$ cat src/design/spma_pkg.sv
// Shared types, request codes and constants for the sparse polynomial multiply/add unit.
package spma_pkg;

  localparam int MAX_TERMS_DEF     = 8;
  localparam int PRODUCT_TERMS_DEF = 64;
  localparam int OUT_LIMIT         = 64;
  localparam int OUT_W             = $clog2(OUT_LIMIT + 1);

  localparam logic signed [35:0] COEF_MAX = {1'b0, {35{1'b1}}};
  localparam logic signed [35:0] COEF_MIN = {1'b1, {35{1'b0}}};

  // request codes
  typedef enum logic [2:0] {
    REQ_CLEAR  = 3'd0,
    REQ_LOAD_A = 3'd1,
    REQ_LOAD_B = 3'd2,
    REQ_PROD   = 3'd3,
    REQ_SUM    = 3'd4
  } req_t;

  localparam logic KIND_PROD = 1'b0;
  localparam logic KIND_SUM  = 1'b1;

  typedef struct packed {
    logic [2:0]         req_type;
    logic signed [15:0] term_coef_in;
    logic [14:0]        term_expon_in;
  } in_beat_t;

  typedef struct packed {
    logic               list_kind;
    logic signed [35:0] term_coef;
    logic [15:0]        term_expon;
    logic               last_term;
    logic               status;
  } out_beat_t;

  // one product table entry
  typedef struct packed {
    logic signed [35:0] coef;
    logic [15:0]        expon;
  } tbl_entry_t;

  localparam int TBL_W = $bits(tbl_entry_t);

  // table write data select
  typedef enum logic [1:0] {
    WSEL_NEW  = 2'd0,
    WSEL_MOVE = 2'd1,
    WSEL_ACC  = 2'd2
  } wsel_t;

  // source of a candidate result term
  typedef enum logic [1:0] {
    OFF_PROD   = 2'd0,
    OFF_BOTH   = 2'd1,
    OFF_FIRST  = 2'd2,
    OFF_SECOND = 2'd3
  } offer_sel_t;

  typedef struct packed {
    logic       ld_first;
    logic       ld_second;
    logic       mul_go;
    logic       ram_re;
    logic       ram_we;
    wsel_t      wsel;
    logic       offer;
    offer_sel_t offer_sel;
    logic       finish;
    logic       kind;
    logic       flag;
  } dp_cmd_t;

  typedef struct packed {
    logic out_free;
    logic rd_gt;
    logic rd_eq;
    logic sum_gt;
    logic sum_eq;
  } dp_stat_t;

endpackage

$ cat src/design/spma_ram.sv
// Generic single-write, single-read RAM with registered read data.
module spma_ram #(
  parameter int WIDTH = 8,
  parameter int DEPTH = 16,
  parameter int AW    = (DEPTH > 1) ? $clog2(DEPTH) : 1
) (
  input  logic             clk,
  input  logic             we,
  input  logic [AW-1:0]    waddr,
  input  logic [WIDTH-1:0] wdata,
  input  logic             re,
  input  logic [AW-1:0]    raddr,
  output logic [WIDTH-1:0] rdata
);

  logic [WIDTH-1:0] mem_r [DEPTH];

  always_ff @(posedge clk) begin
    if (we) begin
      mem_r[waddr] <= wdata;
    end
    if (re) begin
      rdata <= mem_r[raddr];
    end
  end

endmodule

$ cat src/design/spma_dp.sv
// Datapath: term lists, multiplier, product table, saturating adder and result staging.
module spma_dp #(
  parameter int MAX_TERMS     = spma_pkg::MAX_TERMS_DEF,
  parameter int PRODUCT_TERMS = spma_pkg::PRODUCT_TERMS_DEF,
  parameter int IDX_W         = (MAX_TERMS > 1) ? $clog2(MAX_TERMS) : 1,
  parameter int PIDX_W        = (PRODUCT_TERMS > 1) ? $clog2(PRODUCT_TERMS) : 1
) (
  input  logic                clk,
  input  logic                rst_n,
  input  spma_pkg::dp_cmd_t   cmd,
  input  logic [IDX_W-1:0]    ld_idx,
  input  logic [IDX_W-1:0]    a_idx,
  input  logic [IDX_W-1:0]    b_idx,
  input  logic [PIDX_W-1:0]   ram_raddr,
  input  logic [PIDX_W-1:0]   ram_waddr,
  input  spma_pkg::in_beat_t  in_data,
  output spma_pkg::dp_stat_t  stat,
  output logic                out_valid,
  input  logic                out_ready,
  output spma_pkg::out_beat_t out_data
);
  import spma_pkg::*;

  logic signed [15:0] first_coef_r  [MAX_TERMS];
  logic [14:0]        first_expon_r [MAX_TERMS];
  logic signed [15:0] second_coef_r [MAX_TERMS];
  logic [14:0]        second_expon_r[MAX_TERMS];

  logic signed [15:0] fa_coef, sb_coef;
  logic [14:0]        fa_expon, sb_expon;
  logic signed [31:0] mul_coef_r;
  logic [15:0]        mul_expon_r;
  logic [TBL_W-1:0]   ram_rdata;
  tbl_entry_t         rd, wr;
  logic signed [36:0] acc_sum;
  logic signed [35:0] acc_sat;
  logic signed [16:0] both_sum;
  logic signed [35:0] off_coef;
  logic [15:0]        off_expon;
  logic               take;
  logic [OUT_W-1:0]   taken_r;
  logic               pend_valid_r;
  logic signed [35:0] pend_coef_r;
  logic [15:0]        pend_expon_r;
  logic               out_valid_r;
  out_beat_t          out_r;

  // term list storage
  always_ff @(posedge clk) begin
    if (cmd.ld_first) begin
      first_coef_r[ld_idx]  <= in_data.term_coef_in;
      first_expon_r[ld_idx] <= in_data.term_expon_in;
    end
    if (cmd.ld_second) begin
      second_coef_r[ld_idx]  <= in_data.term_coef_in;
      second_expon_r[ld_idx] <= in_data.term_expon_in;
    end
  end

  assign fa_coef  = first_coef_r[a_idx];
  assign fa_expon = first_expon_r[a_idx];
  assign sb_coef  = second_coef_r[b_idx];
  assign sb_expon = second_expon_r[b_idx];

  // pair product, registered
  always_ff @(posedge clk) begin
    if (cmd.mul_go) begin
      mul_coef_r  <= fa_coef * sb_coef;
      mul_expon_r <= {1'b0, fa_expon} + {1'b0, sb_expon};
    end
  end

  // product table
  assign rd = tbl_entry_t'(ram_rdata);

  assign acc_sum = 37'(rd.coef) + 37'(mul_coef_r);
  always_comb begin
    if (acc_sum[36] != acc_sum[35]) begin
      acc_sat = acc_sum[36] ? COEF_MIN : COEF_MAX;
    end else begin
      acc_sat = acc_sum[35:0];
    end
  end

  always_comb begin
    wr = rd;
    case (cmd.wsel)
      WSEL_NEW: begin
        wr.coef  = 36'(mul_coef_r);
        wr.expon = mul_expon_r;
      end
      WSEL_ACC:  wr.coef = acc_sat;
      default:   wr = rd;
    endcase
  end

  spma_ram #(
    .WIDTH (TBL_W),
    .DEPTH (PRODUCT_TERMS),
    .AW    (PIDX_W)
  ) u_tbl (
    .clk   (clk),
    .we    (cmd.ram_we),
    .waddr (ram_waddr),
    .wdata (wr),
    .re    (cmd.ram_re),
    .raddr (ram_raddr),
    .rdata (ram_rdata)
  );

  // candidate term
  assign both_sum = 17'(fa_coef) + 17'(sb_coef);
  always_comb begin
    case (cmd.offer_sel)
      OFF_PROD: begin
        off_coef  = rd.coef;
        off_expon = rd.expon;
      end
      OFF_BOTH: begin
        off_coef  = 36'(both_sum);
        off_expon = {1'b0, fa_expon};
      end
      OFF_FIRST: begin
        off_coef  = 36'(fa_coef);
        off_expon = {1'b0, fa_expon};
      end
      default: begin
        off_coef  = 36'(sb_coef);
        off_expon = {1'b0, sb_expon};
      end
    endcase
  end

  assign take = cmd.offer && (off_coef != '0) && (taken_r < OUT_W'(OUT_LIMIT));

  // one-term lookahead so the final beat can carry last_term
  always_ff @(posedge clk) begin
    if (!rst_n) begin
      pend_valid_r <= 1'b0;
      taken_r      <= '0;
      out_valid_r  <= 1'b0;
    end else begin
      if (take) begin
        pend_valid_r <= 1'b1;
        pend_coef_r  <= off_coef;
        pend_expon_r <= off_expon;
        taken_r      <= taken_r + OUT_W'(1);
        if (pend_valid_r) begin
          out_valid_r       <= 1'b1;
          out_r.list_kind   <= cmd.kind;
          out_r.term_coef   <= pend_coef_r;
          out_r.term_expon  <= pend_expon_r;
          out_r.last_term   <= 1'b0;
          out_r.status      <= cmd.flag;
        end else if (out_ready) begin
          out_valid_r <= 1'b0;
        end
      end else if (cmd.finish) begin
        pend_valid_r     <= 1'b0;
        taken_r          <= '0;
        out_valid_r      <= 1'b1;
        out_r.list_kind  <= cmd.kind;
        out_r.term_coef  <= pend_valid_r ? pend_coef_r : '0;
        out_r.term_expon <= pend_valid_r ? pend_expon_r : '0;
        out_r.last_term  <= 1'b1;
        out_r.status     <= cmd.flag;
      end else if (out_ready) begin
        out_valid_r <= 1'b0;
      end
    end
  end

  assign out_valid = out_valid_r;
  assign out_data  = out_r;

  assign stat.out_free = !out_valid_r || out_ready;
  assign stat.rd_gt    = rd.expon > mul_expon_r;
  assign stat.rd_eq    = rd.expon == mul_expon_r;
  assign stat.sum_gt   = fa_expon > sb_expon;
  assign stat.sum_eq   = fa_expon == sb_expon;

endmodule

$ cat config.mk
export PLATFORM = sky130hd
export DESIGN_NAME = spma_dp
export DESIGN_NICKNAME = d
export VERILOG_FILES = /design/src/design/spma_pkg.sv /design/src/design/spma_ram.sv /design/src/design/spma_dp.sv
export SDC_FILE = /design/constraint.sdc
export NUM_CORES = 2
export LEC_CHECK = 0
export BUFFER_PORTS_ARGS = -buffer_cell sky130_fd_sc_hd__buf_2
export CORE_MARGIN = 1.5
export CORE_UTILIZATION = 45
export CTS_BUF_LIST = sky130_fd_sc_hd__clkbuf_2 sky130_fd_sc_hd__clkbuf_4 sky130_fd_sc_hd__clkbuf_8
export DETAILED_ROUTE_END_ITERATION = 8
export HOLD_SLACK_MARGIN = 0.1
export SETUP_SLACK_MARGIN = 0.05
export SLEW_MARGIN = 10
export SYNTH_ARGS = -nofsm -noshare
export SYNTH_HDL_FRONTEND = slang
export SYNTH_SLANG_ARGS = --single-unit
$ cat constraint.sdc
create_clock -name clk -period 20.6 [get_ports clk]
set_input_delay 6.18 -clock clk [delete_from_list [all_inputs] [get_ports clk]]
set_output_delay 6.18 -clock clk [all_outputs]
set_load 0.02 [all_outputs]
* After elaboration in Yosys (flattened, before gate mapping)
Memory sizes are Yosys's and may differ from the RTL's. A register that Yosys moved wholly into a read port is not among the register bits.
Cells that the tools add are included.
** Storage, ports and cells
- Flip-flop bits (word level) :: 164
- Bits in writable memories :: 3824
- Input port bits :: 71
- Output and inout bits :: 61
- Logic and storage cells :: 68
- Memories :: 5
** Memory list
- u_tbl.mem_r :: words 64, bits a word 52, read ports 1, clocked after memory_dff 1, wr ports 1, line spma_ram.sv:16 : logic [WIDTH-1:0] mem_r [DEPTH];
- first_coef_r :: words 8, bits a word 16, read ports 1, clocked after memory_dff 0, wr ports 1, line spma_dp.sv:24 : logic signed [15:0] first_coef_r [MAX_TERMS];
- second_coef_r :: words 8, bits a word 16, read ports 1, clocked after memory_dff 0, wr ports 1, line spma_dp.sv:26 : logic signed [15:0] second_coef_r [MAX_TERMS];
- first_expon_r :: words 8, bits a word 15, read ports 1, clocked after memory_dff 0, wr ports 1, line spma_dp.sv:25 : logic [14:0] first_expon_r [MAX_TERMS];
- second_expon_r :: words 8, bits a word 15, read ports 1, clocked after memory_dff 0, wr ports 1, line spma_dp.sv:27 : logic [14:0] second_expon_r[MAX_TERMS];
** Cells by class
- Add/subtract/negate cells :: 4
- Multipliers :: 1
- Magnitude comparators :: 3
- Equality and inequality tests :: 7
- Muxes and demuxes :: 25
- Reduce and logical (&&, ||, !) cells :: 11
** Operators with widths (number)
- 2-to-1 mux 55 bit :: 3
- 2-to-1 mux 36 bit :: 3
- case mux 36 bit (3 select lines) :: 1
- case mux 36 bit (2 select lines) :: 1
- adder 36 x 32 -> 37 bit :: 1
- nonzero test 36 bit :: 1
- multiplier 16 x 16 -> 32 bit :: 1
- 2-to-1 mux 16 bit :: 2
- case mux 16 bit (2 select lines) :: 1
- adder 16 x 16 -> 17 bit :: 1
- adder 15 x 15 -> 16 bit :: 1
- equality test 16 bit :: 1
- greater-than comparator 16 bit :: 1
- equality test 15 bit :: 1
- greater-than comparator 15 bit :: 1
- 2-to-1 mux 7 bit :: 2
- 2-to-1 mux 1 bit :: 12
- adder 7 x 1 -> 7 bit (second input constant) :: 1
- less-than comparator 7 bit (second input constant) :: 1
- equality test 2 bit (second input constant) :: 2
- logical NOT 2 bit :: 2
- AND reduction 3 bit :: 1
- equality test 2 x 1 -> 1 bit (second input constant) :: 1
- logical AND 1 bit :: 2
- other kinds (7) :: 7

* Longest topological paths before layout
An unclocked memory read counts as a cell.
- Depth after elaboration :: 8
- Gate-level depth with buffers :: 31
- Depth with buffers taken out :: 28

* Modules after synthesis
Synthesis repeated with hierarchy kept, for this count alone.
** Second synthesis, totals
- Cell total of the unflattened synthesis :: 8429
- Area, all modules :: 167304.2 um2
** Modules (own cells, without submodules)
- spma_ram :: times used 1, cells an instance 5410, area each 127444.7 um2, seq. area each 101497.3 um2
- spma_dp :: times used 1, cells an instance 3019, area each 39859.5 um2, seq. area each 19728.9 um2

* Worst setup path after synthesis
Ideal clock, no wire load.
- Path kind :: input to output
- From :: input b_idx[0]
- To :: output stat[1] (netlist name)
- Arrival time :: 9700 ps
- Data required time :: 14420 ps
- Setup slack :: 4720 ps
- Stages :: 12
- Buffers on the path :: 5
- Cell sequence :: buf_6 > buf_6 > buf_4 > buf_1 > mux4_2 > mux2_2 > inv_1 > ha_1 > clkbuf_1 > nand4_1 > nor4_1 > nor2_1
** RTL lines
- from (decl) :: line spma_dp.sv:13 : input logic [IDX_W-1:0] b_idx,
- to (decl) :: line spma_dp.sv:17 : output spma_pkg::dp_stat_t stat,

==> impl_metrics.csv <==
group,metric,value,unit
yosys,postSynth.topFlopCell,"sky130_fd_sc_hd__edfxtp_1",
floorplan,floorplan.initialDensity,45.3,%
finish,num-fill-cells,29318,
global_routing,groute.usage.overall,23.9,%
clock_network,post_cts_resize_count,0,
yosys,synth.cells.most_frequent,"sky130_fd_sc_hd__edfxtp_1 (4031), sky130_fd_sc_hd__mux4_2 (1190), sky130_fd_sc_hd__inv_1 (388), sky130_fd_sc_hd__nand2_1 (301), sky130_fd_sc_hd__fa_1 (265)",
clock_network,clock_network_latency_to_the_later_pin_of_the_worst_skew_pair,1.21,ns
critical_path,worstRegToRegCells,25,
critical_path,timing.critical_path.fanout_max,47,
placement,placement.io_buffers,128,
yosys,yosysUniqueCellTypes,84,
timing,final_min_period_over_clock_period,79.6,%
flow_run,max-cap-violations,0,
yosys,mapped_nets,8415,
timing,setup_total_negative_slack,0,ns
timing,layout_setup_ws,4.20,ns
floorplan,row_count,223,
yosys,ys_seq_elements,4040,
yosys,postSynthCellCount,7893,
global_routing,grt_antenna_before_repair,40,
timing,maxSlewViolCount,0,
timing,max-slew-margin-rel,15.7,%
timing,grt_setup_unrepaired,"no",
critical_path,critical_path_arrival,10.22,ns
global_routing,first_global_vias,86021,
timing,final_period_minus_worst_setup_slack,16.40,ns
critical_path,worst_ep_required_time,14.42,ns
yosys,synth_seq_area_share,72.5,%
clock_network,cts.htree.levels,6,
timing,finalHoldViolCount,0,
route,number_of_detailed_routing_iterations_run_before_antenna_repair,6,
placement,detailedPlacementHpwl,253000,um
power,static-leakage-power,61.4,nW
power,powerDensity,132,nW/um2
placement,gp_congestion,0.907,
yosys,synth_top_cell_area_share,72.4,%
worst_hold_path,timing.hold.worst_path_depth,2,
timing,fin_clk_skew,0.0989,ns
clock_network,clockRootBuffer,"sky130_fd_sc_hd__clkbuf_8",
worst_hold_path,hp-class,"reg2reg",
placement,placement_stage_worst_setup_slack,4.03,ns
finish,post_route_cells_drive_above_1_share,30.8,%
critical_path,cp-end-kind,"output pin",
yosys,synth.most_common_cell,"sky130_fd_sc_hd__edfxtp_1",
yosys,synth-async-reset-ratio,0,%
clock_network,clkSlewWorstSetupHoldPaths,0.06,ns
critical_path,critical_path_class,"in2out",
floorplan,die_area,375000,um2
clock_network,post_cts.repair.setup_buffers,0,
timing,achievable-frequency,61.0,MHz
yosys,synth.largest_area_cell,"sky130_fd_sc_hd__edfxtp_1",
yosys,synth_top_cells_by_area,"sky130_fd_sc_hd__edfxtp_1 (72%), sky130_fd_sc_hd__mux4_2 (16%), sky130_fd_sc_hd__fa_1 (3.2%)",
clock_network,cts.path.max_buffers,4,
route,detailroute.via_count,84017,
clock_network,tritoncts,"built",
route,route.antenna.remaining_nets,0,
route,drt-vias-per-instance,6.00,
floorplan,dieHeight,613,um
yosys,synthesis.area,167000,um2
yosys,postSynthAreaPerCell,21.2,um2
clock_network,cts_made_buffers,640,
power,power.ir.vdd_worst,308,uV
clock_network,cts.sinks,4040,
route,drc,0,
floorplan,io_pins,132,
finish,final-seq-area,121000,um2
global_routing,grt_start_max_net_pins,120,
global_routing,grt_first_pass_wirelength,635000,um
critical_path,start_kind,"input port",
floorplan,chipWidth,613,um
timing,setup_viol_count_final,0,
yosys,synth_enable_flop_cells,4031,
outcome,status,"finished clean",
clock_network,cts_hold_buffers,0,
finish,multi_input_comb_area,44200,um2
yosys,ys.warnings.count,0,
route,postRouteWirelength,451000,um
finish,layout.nets,9083,
route,routedWlPerCell,32.2,um
finish,area_delta_synth_final,12.5,%
floorplan,placeableCoreArea,369000,um2
timing,tightestPinTransition,1.25,ns
route,detailedRoute.firstIterationViolations,9557,
global_routing,gr_overflow_total,0,
## metal layers
metal / routed length, um / track usage, % / share of wire, %
met4: 12200 / 6.73 / 2.7
met5: 147 / 0 / 0.033
met2: 216000 / 38.3 / 48
met3: 37100 / 4.18 / 8.2
met1: 185000 / 34.0 / 41
## state kept, by name (all words and copies together), names as in the netlist
register / count
out_valid: 1
second_expon_r: 120
taken_r: 7
mul_coef_r: 32
second_coef_r: 128
out_data: 55
pend_coef_r: 36
pend_expon_r: 16
first_coef_r: 128
u_tbl.mem_r: 3328
mul_expon_r: 16
first_expon_r: 120
pend_valid_r: 1
u_tbl.rdata: 52
## layout make-up
type / instances / share of cell area [%]
Clock buffer: 871 / 5.64
Antenna cell: 10 / 0.0133
Timing Repair Buffer: 387 / 1.45
Inverter: 400 / 0.799
Multi-Input combinational cell: 3092 / 23.5
Tap cell: 4950 / 3.29
Clock inverter: 242 / 0.878
Sequential cell: 4040 / 64.4
## through the flow
step | power, mW | cells | hold WS, ns | instance area, um2 | utilization, %
2_1_floorplan | 15.8 | 7893 | 0.453 | 167000 | -
3_3_place_gp | 18.1 | 12869 | 0.472 | 176000 | 47.6
3_5_place_dp | 18.2 | 12869 | 0.485 | 176000 | 47.6
4_1_cts | 24.9 | 13982 | 0.493 | 188000 | 50.9
5_1_grt | 26.2 | 13984 | 0.523 | 188000 | 50.9
6_report | 24.8 | 13992 | 0.494 | 188000 | 50.9
## final timing paths
check | slack [ns] | start | to
setup / recovery | 4.20 | a_idx[1] | stat[1]
hold / removal | 0.49 | taken_r[1] | taken_r[1]
setup reg to reg | 12.65 | second_coef_r[7][6] | mul_coef_r[31]
hold reg to reg | 0.49 | taken_r[1] | taken_r[1]
## placed cells by master (no fill, tap or decap), types with 77 or more instances in the layout
cell	instances
sky130_fd_sc_hd__a21oi_1	153
sky130_fd_sc_hd__buf_4	257
sky130_fd_sc_hd__nor2b_1	80
sky130_fd_sc_hd__ha_1	184
sky130_fd_sc_hd__clkbuf_8	650
sky130_fd_sc_hd__nor2_4	77
sky130_fd_sc_hd__fa_1	265
sky130_fd_sc_hd__inv_1	388
sky130_fd_sc_hd__clkbuf_4	221
sky130_fd_sc_hd__clkinv_1	132
sky130_fd_sc_hd__buf_2	119
sky130_fd_sc_hd__mux4_2	1190
sky130_fd_sc_hd__nor2_1	141
sky130_fd_sc_hd__edfxtp_1	4031
sky130_fd_sc_hd__nand2_1	299
## cell families after synthesis
family	Yosys count	share of synthesized area [%]
mux	1298	16.8
xor+xnor	84	0.440
fa+ha+maj	451	4.56
flops	4040	72.5
compound gates	487	1.86
buf+inv	761	1.77
simple gates	772	2.11
## worst max-delay path, cell delays in order
cell	delay [ns]
sky130_fd_sc_hd__buf_4	0.24
sky130_fd_sc_hd__buf_4	0.71
sky130_fd_sc_hd__mux4_2	0.40
sky130_fd_sc_hd__mux2_2	0.32
sky130_fd_sc_hd__ha_1	0.33
sky130_fd_sc_hd__nor2b_1	0.15
sky130_fd_sc_hd__o21a_1	0.17
sky130_fd_sc_hd__o21ai_0	0.16
sky130_fd_sc_hd__a21oi_1	0.10
sky130_fd_sc_hd__o21ai_0	0.22
sky130_fd_sc_hd__a21oi_1	0.10
sky130_fd_sc_hd__o21bai_1	0.17
sky130_fd_sc_hd__a21oi_1	0.10
sky130_fd_sc_hd__nor3_1	0.56
sky130_fd_sc_hd__nor2_1	0.08
sky130_fd_sc_hd__buf_2	0.18
## report_power, final
| group | switching (mW) | internal (mW) | total [mW] |
|---|---|---|---|
| logic | 4.84 | 3.04 | 7.88 |
| clock network | 3.14 | 3.49 | 6.63 |
| registers | 0.0763 | 10.2 | 10.3 |
(Power assumes the default switching activity.)
