[src/design/spma_pkg.sv]
// Shared types, request codes and constants for the sparse polynomial multiply/add unit.
package spma_pkg;

  localparam int MAX_TERMS_DEF     = 8;
  localparam int PRODUCT_TERMS_DEF = 64;
  localparam int OUT_LIMIT         = 64;
  localparam int OUT_W             = $clog2(OUT_LIMIT + 1);

  localparam logic signed [35:0] COEF_MAX = {1'b0, {35{1'b1}}};
  localparam logic signed [35:0] COEF_MIN = {1'b1, {35{1'b0}}};

  // request codes
  typedef enum logic [2:0] {
    REQ_CLEAR  = 3'd0,
    REQ_LOAD_A = 3'd1,
    REQ_LOAD_B = 3'd2,
    REQ_PROD   = 3'd3,
    REQ_SUM    = 3'd4
  } req_t;

  localparam logic KIND_PROD = 1'b0;
  localparam logic KIND_SUM  = 1'b1;

  typedef struct packed {
    logic [2:0]         req_type;
    logic signed [15:0] term_coef_in;
    logic [14:0]        term_expon_in;
  } in_beat_t;

  typedef struct packed {
    logic               list_kind;
    logic signed [35:0] term_coef;
    logic [15:0]        term_expon;
    logic               last_term;
    logic               status;
  } out_beat_t;

  // one product table entry
  typedef struct packed {
    logic signed [35:0] coef;
    logic [15:0]        expon;
  } tbl_entry_t;

  localparam int TBL_W = $bits(tbl_entry_t);

  // table write data select
  typedef enum logic [1:0] {
    WSEL_NEW  = 2'd0,
    WSEL_MOVE = 2'd1,
    WSEL_ACC  = 2'd2
  } wsel_t;

  // source of a candidate result term
  typedef enum logic [1:0] {
    OFF_PROD   = 2'd0,
    OFF_BOTH   = 2'd1,
    OFF_FIRST  = 2'd2,
    OFF_SECOND = 2'd3
  } offer_sel_t;

  typedef struct packed {
    logic       ld_first;
    logic       ld_second;
    logic       mul_go;
    logic       ram_re;
    logic       ram_we;
    wsel_t      wsel;
    logic       offer;
    offer_sel_t offer_sel;
    logic       finish;
    logic       kind;
    logic       flag;
  } dp_cmd_t;

  typedef struct packed {
    logic out_free;
    logic rd_gt;
    logic rd_eq;
    logic sum_gt;
    logic sum_eq;
  } dp_stat_t;

endpackage

[src/design/spma_ctrl.sv]
// Controller: request decode, list counts, pair walk, table search/shift and emission sequencing.
module spma_ctrl #(
  parameter int MAX_TERMS     = spma_pkg::MAX_TERMS_DEF,
  parameter int PRODUCT_TERMS = spma_pkg::PRODUCT_TERMS_DEF,
  parameter int IDX_W         = (MAX_TERMS > 1) ? $clog2(MAX_TERMS) : 1,
  parameter int PIDX_W        = (PRODUCT_TERMS > 1) ? $clog2(PRODUCT_TERMS) : 1
) (
  input  logic               clk,
  input  logic               rst_n,
  input  logic               in_valid,
  output logic               in_ready,
  input  logic [2:0]         req_type,
  input  spma_pkg::dp_stat_t stat,
  output spma_pkg::dp_cmd_t  cmd,
  output logic [IDX_W-1:0]   ld_idx,
  output logic [IDX_W-1:0]   a_idx,
  output logic [IDX_W-1:0]   b_idx,
  output logic [PIDX_W-1:0]  ram_raddr,
  output logic [PIDX_W-1:0]  ram_waddr
);
  import spma_pkg::*;

  localparam int CNT_W  = $clog2(MAX_TERMS + 1);
  localparam int PCNT_W = $clog2(PRODUCT_TERMS + 1);

  typedef enum logic [9:0] {
    ST_IDLE      = 10'b00_0000_0001,
    ST_P_MUL     = 10'b00_0000_0010,
    ST_P_SRCH_RD = 10'b00_0000_0100,
    ST_P_SRCH_CM = 10'b00_0000_1000,
    ST_P_SHIFT_R = 10'b00_0001_0000,
    ST_P_SHIFT_W = 10'b00_0010_0000,
    ST_P_EMIT_RD = 10'b00_0100_0000,
    ST_P_EMIT_OF = 10'b00_1000_0000,
    ST_S_STEP    = 10'b01_0000_0000,
    ST_FINISH    = 10'b10_0000_0000
  } state_t;

  state_t            state_r, state_nxt;
  logic [CNT_W-1:0]  fcnt_r, fcnt_nxt, scnt_r, scnt_nxt;
  logic [CNT_W-1:0]  a_r, a_nxt, b_r, b_nxt;
  logic [PCNT_W-1:0] pcnt_r, pcnt_nxt, i_r, i_nxt, k_r, k_nxt, km1;
  logic              drop_r, drop_nxt;
  logic              kind_r, kind_nxt;
  logic              accept;
  logic              b_last, a_last, a_more, b_more;
  state_t            pair_done_st;

  assign accept = in_valid && in_ready;
  assign in_ready = (state_r == ST_IDLE);
  assign km1 = k_r - PCNT_W'(1);

  assign b_last = (b_r + CNT_W'(1)) == scnt_r;
  assign a_last = (a_r + CNT_W'(1)) == fcnt_r;
  assign a_more = a_r < fcnt_r;
  assign b_more = b_r < scnt_r;
  assign pair_done_st = (a_last && b_last) ? ST_P_EMIT_RD : ST_P_MUL;

  assign ld_idx    = (req_type == REQ_LOAD_A) ? fcnt_r[IDX_W-1:0] : scnt_r[IDX_W-1:0];
  assign a_idx     = a_r[IDX_W-1:0];
  assign b_idx     = b_r[IDX_W-1:0];

  // next state and command decode
  always_comb begin
    state_nxt = state_r;
    fcnt_nxt  = fcnt_r;
    scnt_nxt  = scnt_r;
    a_nxt     = a_r;
    b_nxt     = b_r;
    pcnt_nxt  = pcnt_r;
    i_nxt     = i_r;
    k_nxt     = k_r;
    drop_nxt  = drop_r;
    kind_nxt  = kind_r;
    ram_raddr = i_r[PIDX_W-1:0];
    ram_waddr = i_r[PIDX_W-1:0];
    cmd           = '0;
    cmd.wsel      = WSEL_NEW;
    cmd.offer_sel = OFF_PROD;
    cmd.kind      = kind_r;
    cmd.flag      = drop_r;

    // walk to the next pair, with b inner
    unique case (state_r)
      ST_IDLE: begin
        if (accept) begin
          unique case (req_type)
            REQ_CLEAR: begin
              fcnt_nxt = '0;
              scnt_nxt = '0;
              pcnt_nxt = '0;
              drop_nxt = 1'b0;
            end
            REQ_LOAD_A: begin
              if (fcnt_r < CNT_W'(MAX_TERMS)) begin
                cmd.ld_first = 1'b1;
                fcnt_nxt     = fcnt_r + CNT_W'(1);
              end else begin
                drop_nxt = 1'b1;
              end
            end
            REQ_LOAD_B: begin
              if (scnt_r < CNT_W'(MAX_TERMS)) begin
                cmd.ld_second = 1'b1;
                scnt_nxt      = scnt_r + CNT_W'(1);
              end else begin
                drop_nxt = 1'b1;
              end
            end
            REQ_PROD: begin
              kind_nxt = KIND_PROD;
              a_nxt    = '0;
              b_nxt    = '0;
              pcnt_nxt = '0;
              k_nxt    = '0;
              state_nxt = (fcnt_r == '0 || scnt_r == '0) ? ST_P_EMIT_RD : ST_P_MUL;
            end
            REQ_SUM: begin
              kind_nxt  = KIND_SUM;
              a_nxt     = '0;
              b_nxt     = '0;
              state_nxt = ST_S_STEP;
            end
            default: ;
          endcase
        end
      end

      ST_P_MUL: begin
        cmd.mul_go = 1'b1;
        i_nxt      = '0;
        state_nxt  = ST_P_SRCH_RD;
      end

      ST_P_SRCH_RD: begin
        if (i_r < pcnt_r) begin
          cmd.ram_re = 1'b1;
          state_nxt  = ST_P_SRCH_CM;
        end else if (pcnt_r >= PCNT_W'(PRODUCT_TERMS)) begin
          drop_nxt  = 1'b1;
          a_nxt     = b_last ? a_r + CNT_W'(1) : a_r;
          b_nxt     = b_last ? '0 : b_r + CNT_W'(1);
          k_nxt     = '0;
          state_nxt = pair_done_st;
        end else begin
          k_nxt     = pcnt_r;
          state_nxt = ST_P_SHIFT_R;
        end
      end

      ST_P_SRCH_CM: begin
        if (stat.rd_gt) begin
          i_nxt     = i_r + PCNT_W'(1);
          state_nxt = ST_P_SRCH_RD;
        end else if (stat.rd_eq) begin
          cmd.ram_we = 1'b1;
          cmd.wsel   = WSEL_ACC;
          a_nxt      = b_last ? a_r + CNT_W'(1) : a_r;
          b_nxt      = b_last ? '0 : b_r + CNT_W'(1);
          k_nxt      = '0;
          state_nxt  = pair_done_st;
        end else if (pcnt_r >= PCNT_W'(PRODUCT_TERMS)) begin
          drop_nxt  = 1'b1;
          a_nxt     = b_last ? a_r + CNT_W'(1) : a_r;
          b_nxt     = b_last ? '0 : b_r + CNT_W'(1);
          k_nxt     = '0;
          state_nxt = pair_done_st;
        end else begin
          k_nxt     = pcnt_r;
          state_nxt = ST_P_SHIFT_R;
        end
      end

      ST_P_SHIFT_R: begin
        if (k_r > i_r) begin
          cmd.ram_re = 1'b1;
          ram_raddr  = km1[PIDX_W-1:0];
          state_nxt  = ST_P_SHIFT_W;
        end else begin
          cmd.ram_we = 1'b1;
          cmd.wsel   = WSEL_NEW;
          pcnt_nxt   = pcnt_r + PCNT_W'(1);
          a_nxt      = b_last ? a_r + CNT_W'(1) : a_r;
          b_nxt      = b_last ? '0 : b_r + CNT_W'(1);
          k_nxt      = '0;
          state_nxt  = pair_done_st;
        end
      end

      ST_P_SHIFT_W: begin
        cmd.ram_we = 1'b1;
        cmd.wsel   = WSEL_MOVE;
        ram_waddr  = k_r[PIDX_W-1:0];
        k_nxt      = km1;
        state_nxt  = ST_P_SHIFT_R;
      end

      ST_P_EMIT_RD: begin
        if (k_r < pcnt_r) begin
          cmd.ram_re = 1'b1;
          ram_raddr  = k_r[PIDX_W-1:0];
          state_nxt  = ST_P_EMIT_OF;
        end else begin
          state_nxt = ST_FINISH;
        end
      end

      ST_P_EMIT_OF: begin
        if (stat.out_free) begin
          cmd.offer     = 1'b1;
          cmd.offer_sel = OFF_PROD;
          k_nxt         = k_r + PCNT_W'(1);
          state_nxt     = ST_P_EMIT_RD;
        end
      end

      ST_S_STEP: begin
        if (!(a_more || b_more)) begin
          state_nxt = ST_FINISH;
        end else if (stat.out_free) begin
          cmd.offer = 1'b1;
          if (a_more && b_more) begin
            if (stat.sum_eq) begin
              cmd.offer_sel = OFF_BOTH;
              a_nxt = a_r + CNT_W'(1);
              b_nxt = b_r + CNT_W'(1);
            end else if (stat.sum_gt) begin
              cmd.offer_sel = OFF_FIRST;
              a_nxt = a_r + CNT_W'(1);
            end else begin
              cmd.offer_sel = OFF_SECOND;
              b_nxt = b_r + CNT_W'(1);
            end
          end else if (a_more) begin
            cmd.offer_sel = OFF_FIRST;
            a_nxt = a_r + CNT_W'(1);
          end else begin
            cmd.offer_sel = OFF_SECOND;
            b_nxt = b_r + CNT_W'(1);
          end
        end
      end

      ST_FINISH: begin
        if (stat.out_free) begin
          cmd.finish = 1'b1;
          state_nxt  = ST_IDLE;
        end
      end

      default: state_nxt = ST_IDLE;
    endcase
  end

  // control registers
  always_ff @(posedge clk) begin
    if (!rst_n) begin
      state_r <= ST_IDLE;
      fcnt_r  <= '0;
      scnt_r  <= '0;
      a_r     <= '0;
      b_r     <= '0;
      pcnt_r  <= '0;
      i_r     <= '0;
      k_r     <= '0;
      drop_r  <= 1'b0;
      kind_r  <= KIND_PROD;
    end else begin
      state_r <= state_nxt;
      fcnt_r  <= fcnt_nxt;
      scnt_r  <= scnt_nxt;
      a_r     <= a_nxt;
      b_r     <= b_nxt;
      pcnt_r  <= pcnt_nxt;
      i_r     <= i_nxt;
      k_r     <= k_nxt;
      drop_r  <= drop_nxt;
      kind_r  <= kind_nxt;
    end
  end

endmodule

[config.mk]
export PLATFORM = sky130hd
export DESIGN_NAME = spma_ctrl
export DESIGN_NICKNAME = d
export VERILOG_FILES = /design/src/design/spma_pkg.sv /design/src/design/spma_ctrl.sv
export SDC_FILE = /design/constraint.sdc
export NUM_CORES = 1
export LEC_CHECK = 0
export ABC_CLOCK_PERIOD_IN_PS = 3350
export BUFFER_PORTS_ARGS = -buffer_cell sky130_fd_sc_hd__buf_2
export CAP_MARGIN = 25
export CORE_MARGIN = 4
export CORE_UTILIZATION = 60
export DETAILED_ROUTE_END_ITERATION = 7
export HOLD_SLACK_MARGIN = 0.02
export PLACE_DENSITY = 0.84
export RECOVER_POWER = 100
export SYNTH_ARGS = -nofsm -noshare
export SYNTH_HDL_FRONTEND = slang
export SYNTH_SLANG_ARGS = --single-unit
[constraint.sdc]
create_clock -name clk -period 3.35 [get_ports clk]
set_input_delay 0.67 -clock clk [delete_from_list [all_inputs] [get_ports clk]]
set_output_delay 0.67 -clock clk [all_outputs]
set_load 0.1 [all_outputs]
# Word level (Yosys, flattened, before mapping)
# Cells that the tools add are included.
# Widths: inputs -> output; s select.
[word_totals] word_cells=195 input_bits=11 register_bits=49 output_inout_bits=35
[op_classes] mux=101 reduce_logical=28 eq_ne=40 add_sub_neg=8 n_lt_le_gt_ge=8
[ops] cell="$mux 7" count=17
[ops] cell="$mux 4" count=28
[ops] cell="$pmux 10 s10" count=1
[ops] cell="$mux 10" count=7
[ops] cell="$pmux 7 s6" count=1
[ops] cell="$pmux 4 s5" count=2
[ops] cell="$pmux 7 s2" count=2
[ops] cell="$ne 2x2->1 const B" count=13
[ops] cell="$add 7x1->7 const B" count=3
[ops] cell="$mux 3" count=7
[ops] cell="$pmux 10 s2" count=1
[ops] cell="$reduce_and 10->1" count=2
[ops] cell="$mux 1" count=19
[ops] cell="$mux 6" count=3
[ops] cell="$add 4x1->4 const B" count=4
[ops] cell="$pmux 4 s2" count=2
[ops] cell="$lt 7x7->1" count=2
[ops] cell="$ne 3x3->1 const B" count=4
[ops] cell="$pmux 6 s2" count=1
[ops] cell="$reduce_and 4->1" count=3
[ops] cell="$eq 10x1->1 const B" count=1
[ops] cell="$eq 10x10->1 const B" count=1
[ops] cell="$eq 10x2->1 const B" count=1
[ops] cell="$eq 10x3->1 const B" count=1
[ops] cell="other kinds (38)" count=59

# Depth between registers and ports, before layout
# Gate-level depths: netlist of the first run.
[logic_depth] ltp_word=8 mapped_depth=11 depth_no_buf=9

# Worst setup path after synthesis of the first run
# OpenSTA, ideal clock, no wires.
[synth_timing] path_kind="flip-flop to output port" startpoint="register k_r[0]" endpoint="output ram_raddr[4]" path_stages_with_launch=10 slack_ns=-2.600 t_arrival_ns=5.280 cell_sequence="dfxtp_1 -> clkbuf_1 -> inv_1 -> ha_1 -> nand3b_1 -> a21oi_1 -> o31a_1 -> nand2_1 -> clkbuf_1 -> o311ai_0"
[synth_via] elab_chain_cells=3 elab_cells_between_ends=6 classes_between="1 x add/sub; 2 x order compare; 3 x mux"
[synth_lines] item="from (decl)" line="spma_ctrl.sv:42" rtl="logic [PCNT_W-1:0] pcnt_r, pcnt_nxt, i_r, i_nxt, k_r, k_nxt, km1;"
[synth_lines] item="from (signal assigned)" line="spma_ctrl.sv:276" rtl="k_r <= k_nxt;"
[synth_lines] item="$sub 7x1->7, or another cell as far along" line="spma_ctrl.sv:51" rtl="assign km1 = k_r - PCNT_W'(1);"
[synth_lines] item="$mux 6 (on tied branches)" line="spma_ctrl.sv:175, spma_ctrl.sv:199"
[synth_lines] item="$pmux 6 s2 (*)" line="spma_ctrl.sv:84" rtl="unique case (state_r)"
[synth_lines] item="to (decl)" line="spma_ctrl.sv:18" rtl="output logic [PIDX_W-1:0] ram_raddr,"
# Mark *: on every way between the ends. The rest lies on a longest branch, timed or not.

# Final worst setup path of the first run
[layout_timing] startpoint="register i_r[5]" endpoint="output ram_raddr[3]"
[layout_via] elab_chain_cells=3
[layout_lines] item="from (decl)" line="spma_ctrl.sv:42"
[layout_lines] item="from (signal assigned)" line="spma_ctrl.sv:275" rtl="i_r <= i_nxt;"
[layout_lines] item="$gt 7x7->1" line="spma_ctrl.sv:175" rtl="if (k_r > i_r) begin"
[layout_lines] item="$mux 6" line="spma_ctrl.sv:175"
[layout_lines] item="$pmux 6 s2" line="spma_ctrl.sv:84"
# Every way passes these cells.

==> metrics.txt, run 1 <==
XOR/XNOR Fraction of Synth Area 0.0502; Nets 668; r2r startpoint state_r[7]$_SDFFE_PN0P_; CP startpoint i_r[5]$_SDFFE_PN0P_; first-pass GRT wire length 21.3 mm; fraction of registers with async set/reset 0; Post-Synthesis Cells about 580; CP required 2.68 ns; die height slightly above 90 um; vias per cell 6.53; setup TNS 0 ns; Synth top cells by count nor2_1, nand2_1, dfxtp_1; adder-cell area share of the yosys netlist 0.110; static leakage 2.05 nW; top-level I/O count 46; final-layout fill cell count between 500 and 600; min-delay worst type reg -> reg; Levels on crit path 10; share of the synthesized area in the top cell type 0.228; Largest stage delay, worst path 0.39 ns; Max VDD drop 0.422 mV; via count between 4000 and 5000; Max Cap Violations 0; number of synthesized register bits 49; Die Area 0.00860 mm^2; Reg area 0.00100 mm^2; Final setup viols 0; vias in the first global route 4476; Main synth FF type dfxtp_1; GPL Wtd Cong between 0.9 and 1; Max Clock Skew 0.0104 ns; Post-synth EDFFs 0; critical path's top delay family compound AO/OA/AOI/OAI gates; initial core utilization 0.627; Synth cell types 68; Die Wd 92.7 um; post-route ant nets 0; actual slew at the worst max-slew pin between 1 and 1.5 ns; WL final 13.3 mm; CP max-delay cell dfxtp_4; Crit Path Class reg -> out; TritonCTS clock tree yes; Arrival @ worst endpoint 2.63 ns; placed cells 702; worst rel slew slack 0.228; # DRC 0; crit path cell chain inv_1, ha_1, nand4_1, or2_2, o31a_1, buf_4, a21oi_2, nand2_1, o211ai_1, clkbuf_16; post-place instance area between 0.004 and 0.005 mm^2; Post-Synthesis Mean Instance Area ~7.5 um^2; CP Max Fanout 6; YS warnings 0; n_diodes 0; dpl hpwl 9.94 mm; I/O Buffers 45; sequential share of the synthesized area 0.228; Total Power ~2.2 mW; type of origin of the critical path register; Final period util 0.984; pre-CTS setup slack 0.244 ns; dominant cell type by area after synthesis dfxtp_1; drt pass-1 iters 5; crit path to ram_raddr[3]; Worst setup EP type output pin; Fmax 303 MHz; GRT Resource Usage Total 0.305; largest family of logic cells by synthesized area simple AND/OR/NAND/NOR gates; synthesized area 0.00431 mm^2; Rows 30; cells on worst reg2reg path 7; Hold Buf Count CTS 0; Iter 0 DRT Violations between 400 and 500; Clock Tree Buf Depth 2; Post-Synthesis Net Count 624; largest net degree at the start of global routing 26; H-tree levels 2; Final Max Slew Viols 0; CTS Root Cell clkbuf_8; share of cells above drive strength 1 0.215; Clk pin slew, worst setup/hold paths 0.09 ns; PwrDens approximately 420 mW/mm^2; Post-Layout Cell Count 716; Remaining Overflow, GRT 0; status finished clean; multiplexer share of the synthesized area 0.00465; core footprint 0.00687 mm^2; cell area after layout 0.00511 mm^2; area delta synth->final 18.7%; WP buf/inv 3; initial antenna violation count 0; simple-gate portion of the synthesized area 0.298; Synth area leaders dfxtp_1, ha_1, nor2_1; clock period minus worst slack 3.30 ns; wire length per cell 18.5 um; Reg2Reg Capture Point k_r[4]$_SDFFE_PN0P_; top-count cell post-synth nor2_1; final hold violations 0; complex-gate fraction of the synthesized area 0.236; R2R Setup Slk 0.55 ns; Clock Latency Late Sink 0.31 ns; cts bufs inserted 5; Num Clock Sinks 49; multi-input gate area in the final layout between 0.003 and 0.004 mm^2; RSZ-0062 raised after global routing yes; final worst setup slack 0.0539 ns
[worst register-to-register path, stage by stage, from the launching register on]
cell	delay, ns
dfxtp_1	0.40
or4_4	0.61
or3_4	0.44
o21ai_0	0.21
nor2_1	0.11
and4bb_2	0.52
nor2_1	0.07
a311oi_1	0.32
[layer usage]
layer,vias up,track usage,share of wire
met5,-,0,0
met4,0,0.156,0.047
met3,61,0.0520,0.076
met2,235,0.523,0.49
met1,2200,0.364,0.39
li1,2181,-,-
[cell usage in the layout (no fill, tap or decap), drive strengths merged, types with 5 or more instances in the layout]
cell	synthesis	final
nor2	68	68
inv	35	36
nand2	51	51
o22ai	5	5
o211ai	7	7
nand3b	7	7
nor3	14	14
and3	10	10
o21ai	37	37
or3	6	6
buf	14	66
nor3b	5	5
xor2	8	8
xnor2	14	14
ha	38	38
nand4	13	13
a21oi	32	32
a21o	5	5
or4	5	5
a31oi	9	9
a211oi	11	11
nand2b	13	13
and2	8	8
nand3	20	20
nor4	8	8
nor2b	6	6
clkbuf	19	10
dfxtp	49	49
[registers in the layout, summed over array words and instances, names as in the netlist]
signal   cells
fcnt_r       4
a_r          4
state_r     10
kind_r       1
k_r          7
pcnt_r       7
i_r          7
scnt_r       4
b_r          4
drop_r       1
[cell families (layout without fill, tap and decap cells)]
| family | count (synthesis) | after routing |
|---|---|---|
| adders and majority gates | 38 | 38 |
| and+or+nand+nor | 246 | 246 |
| AOI/OAI and AO/OA | 148 | 148 |
| DFF | 49 | 49 |
| xor gates and xnor gates | 23 | 23 |
| muxes | 2 | 2 |
| buffers and inverters | 69 | 114 |
[worst min-delay path by stage]
stage | start | end | slack, ns | depth (start not counted)
CTS | drop_r$_SDFFE_PN0P_ | drop_r$_SDFFE_PN0P_ | 0.45 | 2
detailed placement | drop_r$_SDFFE_PN0P_ | drop_r$_SDFFE_PN0P_ | 0.43 | 2
global route | drop_r$_SDFFE_PN0P_ | drop_r$_SDFFE_PN0P_ | 0.48 | 2
finish | drop_r$_SDFFE_PN0P_ | drop_r$_SDFFE_PN0P_ | 0.45 | 2
floorplan | drop_r$_SDFFE_PN0P_ | drop_r$_SDFFE_PN0P_ | 0.43 | 2
global placement | drop_r$_SDFFE_PN0P_ | drop_r$_SDFFE_PN0P_ | 0.43 | 2
[report_power, final]
group          switching, mW  total, mW  internal [mW]  leakage [nW]
Combinational          0.690       1.11          0.425          1.60
Sequential            0.0650      0.681          0.616         0.401
Clock                  0.214      0.364          0.150        0.0456
Total                  0.969       2.16           1.19          2.05
[per-stage QoR]
step / hold slack, ns / utilization
finish: 0.448 / 0.744
global route: 0.479 / 0.744
CTS: 0.447 / 0.731
detailed placement: 0.435 / 0.717
global placement: 0.429 / 0.717
floorplan: 0.426 / -
[repair_timing]
action / CTS / global route
buffers inserted: 0 / 6
pin swaps: 0 / 5
gates resized for setup: 3 / 19
setup endpoints to repair: 2 / 11
[final cells by class]
class | count | share of cell area
Multi-Input combinational cell | 457 | 0.628
Sequential cell | 49 | 0.196
Timing Repair Buffer | 70 | 0.107
Inverter | 36 | 0.0279
Tap cell | 96 | 0.0235
Clock buffer | 6 | 0.0142
Clock inverter | 2 | 0.00269
Note: power is estimated with default switching activity, not from simulation.
==> run 2, diff against run 1 <==
--- a/config.mk
+++ b/config.mk
@@ -10,10 +10,11 @@
 export CAP_MARGIN = 25
 export CORE_MARGIN = 4
 export CORE_UTILIZATION = 60
+export CTS_CLUSTER_DIAMETER = 200
 export DETAILED_ROUTE_END_ITERATION = 7
 export HOLD_SLACK_MARGIN = 0.02
 export PLACE_DENSITY = 0.84
-export RECOVER_POWER = 100
+export RECOVER_POWER = 25
 export SYNTH_ARGS = -nofsm -noshare
 export SYNTH_HDL_FRONTEND = slang
 export SYNTH_SLANG_ARGS = --single-unit
==> constraint.sdc (replaced) <==
create_clock -name clk -period 3.35 [get_ports clk]
set_input_delay 0.1675 -clock clk [delete_from_list [all_inputs] [get_ports clk]]
set_output_delay 0.1675 -clock clk [all_outputs]
set_load 0.1 [all_outputs]
==> metrics.txt, run 2 (synthesis gave the netlist of run 1 again) <==
n_diodes 0 (unchanged); drt pass-1 iters 5 (unchanged); Num Clock Sinks 49 (unchanged); worst rel slew slack 0.222 (-0.00556); Clk pin slew, worst setup/hold paths 0.11 ns (+0.02 ns); final hold violations 0 (unchanged); cts bufs inserted 5 (unchanged); cells on worst reg2reg path 9 (+2); Worst setup EP type output pin; R2R Setup Slk 0.41 ns (-0.14 ns); CP startpoint state_r[9]$_SDFFE_PN0P_; Iter 0 DRT Violations 421 (-3.7%); commonest non-fill, non-tap cell in the layout nor2_1; WL final 12.6 mm (-5.3%); static leakage 1.86 nW (-9.1%); vias in the first global route 4034 (-9.9%); max reg flops 10 (unchanged); Max Cap Violations 0 (unchanged); Die Wd 92.7 um (unchanged); area delta synth->final 9.44%; Max VDD drop 0.273 mV (-35%); Max Clock Skew 0.00874 ns (-0.00169 ns); PwrDens 426 mW/mm^2 (+0.75%); die height 92.7 um (unchanged); CP Max Fanout 8 (+2); Crit Path Class reg -> out; Fmax 320 MHz (+5.4%); Final period util 0.933 (-0.0506); Die Area 0.00860 mm^2 (unchanged); top-level I/O count 46 (unchanged); initial core utilization 0.627 (unchanged); clock period minus worst slack 3.13 ns (-0.170 ns); hold path depth 4 (+2); largest net degree at the start of global routing 26 (unchanged); CP required 3.18 ns (+0.50 ns); Biggest register state_r; wire length per cell 18.0 um (-3.0%); most frequent cells in the layout nor2_1, nand2_1, dfxtp_1, ha_1, inv_1; first-pass GRT wire length 20.1 mm (-5.4%); Clock Latency Late Sink 0.31 ns (about the same); CTS Root Cell clkbuf_8; setup TNS 0 ns (unchanged); share of cells above drive strength 1 0.128 (-0.0868); core footprint 0.00687 mm^2 (unchanged); dpl hpwl 9.60 mm (-3.4%); Final Max Slew Viols 0 (unchanged); RSZ-0062 raised after global routing no; Clock Tree Buf Depth 2 (unchanged); placed cells 691 (-1.6%); Reg2Reg Capture Point k_r[6]$_SDFFE_PN0P_; status finished clean; r2r startpoint i_r[4]$_SDFFE_PN0P_; TritonCTS clock tree yes; Post-Layout Cell Count 699 (-2.4%); I/O Buffers 45 (unchanged); Arrival @ worst endpoint 2.96 ns (+0.33 ns); vias per cell 6.52 (-0.17%); pre-CTS setup slack 0.454 ns (+0.210 ns); Rows 30 (unchanged); via count 4558 (-2.5%); type of origin of the critical path register; crit path to ram_raddr[1]; postcts setup bufs 0 (unchanged); Nets 651 (-2.5%); H-tree levels 2 (unchanged); # DRC 0 (unchanged); actual slew at the worst max-slew pin 1.17 ns (+0.00838 ns); Remaining Overflow, GRT 0 (unchanged); initial antenna violation count 0 (unchanged); final worst setup slack 0.223 ns (+0.170 ns); GPL Wtd Cong 0.981 (-0.48%); Final setup viols 0 (unchanged); min-delay worst type in -> reg; GRT Resource Usage Total 0.289 (-0.0162); post-route ant nets 0 (unchanged)
run 2: changes by cell type in the layout (fill, tap and decap cells not counted), sizes merged:
cell	before	now
clkbuf	10	17
clkinvlp	0	2
clkinv	2	1
buf	66	41
run 2: critical path, cell delays in order (launching register included):
cell      delay, ns
dfxtp_1        0.36
nor3_1         0.38
and2_0         0.33
nand4_1        0.25
a211oi_1       0.47
buf_4          0.27
a221o_1        0.17
buf_2          0.43
run 2: final cells by class:
type / instances / area [um^2]
Tap cell: 96 / 120
Fill cell: 601 / 2150
Clock inverter: 3 / 26.3
Multi-Input combinational cell: 457 / 3060
Timing Repair Buffer: 53 / 319
Sequential cell: 49 / 982
Inverter: 36 / 135
Clock buffer: 5 / 68.8
run 2: report_power, final:
part / switching (mW) / internal, mW
clock network: 0.232 / 0.153
registers: 0.0632 / 0.617
logic: 0.615 / 0.328
run 2: metal layers:
metal  GRT usage  part of all wire  vias up
met4      0.0855             0.019        0
met1       0.406              0.43     2145
li1            -                 -     2142
met2       0.459              0.45      249
met3      0.0406             0.094       22
met5           0                 0        -
run 2: metrics by stage:
stage	hold slack, ns	power (mW)	utilization	cell area [um^2]
2_1_floorplan	0.357	1.41	-	4360
3_3_place_gp	0.430	1.57	0.674	4630
3_5_place_dp	0.451	1.60	0.674	4630
4_1_cts	0.205	1.98	0.688	4720
5_1_grt	0.246	2.12	0.686	4710
6_report	0.211	2.01	0.686	4710
run 2: what timing repair did:
| action | 4_1_cts | 5_1_grt |
|---|---|---|
| setup endpoints to repair | 0 | 3 |
| gates resized for setup | 0 | 3 |
| hold endpoints to repair | 0 | 0 |
| hold buffers | 0 | 0 |
run 2: how the worst min path moves through the flow:
stage                              from                      end  slack, ns
global placement    drop_r$_SDFFE_PN0P_      drop_r$_SDFFE_PN0P_       0.43
finish                         in_valid  state_r[0]$_SDFFE_PN1P_       0.21
floorplan                       stat[4]  state_r[7]$_SDFFE_PN0P_       0.36
global route                   in_valid  state_r[0]$_SDFFE_PN1P_       0.25
CTS                            in_valid  state_r[0]$_SDFFE_PN1P_       0.21
detailed placement  drop_r$_SDFFE_PN0P_      drop_r$_SDFFE_PN0P_       0.45
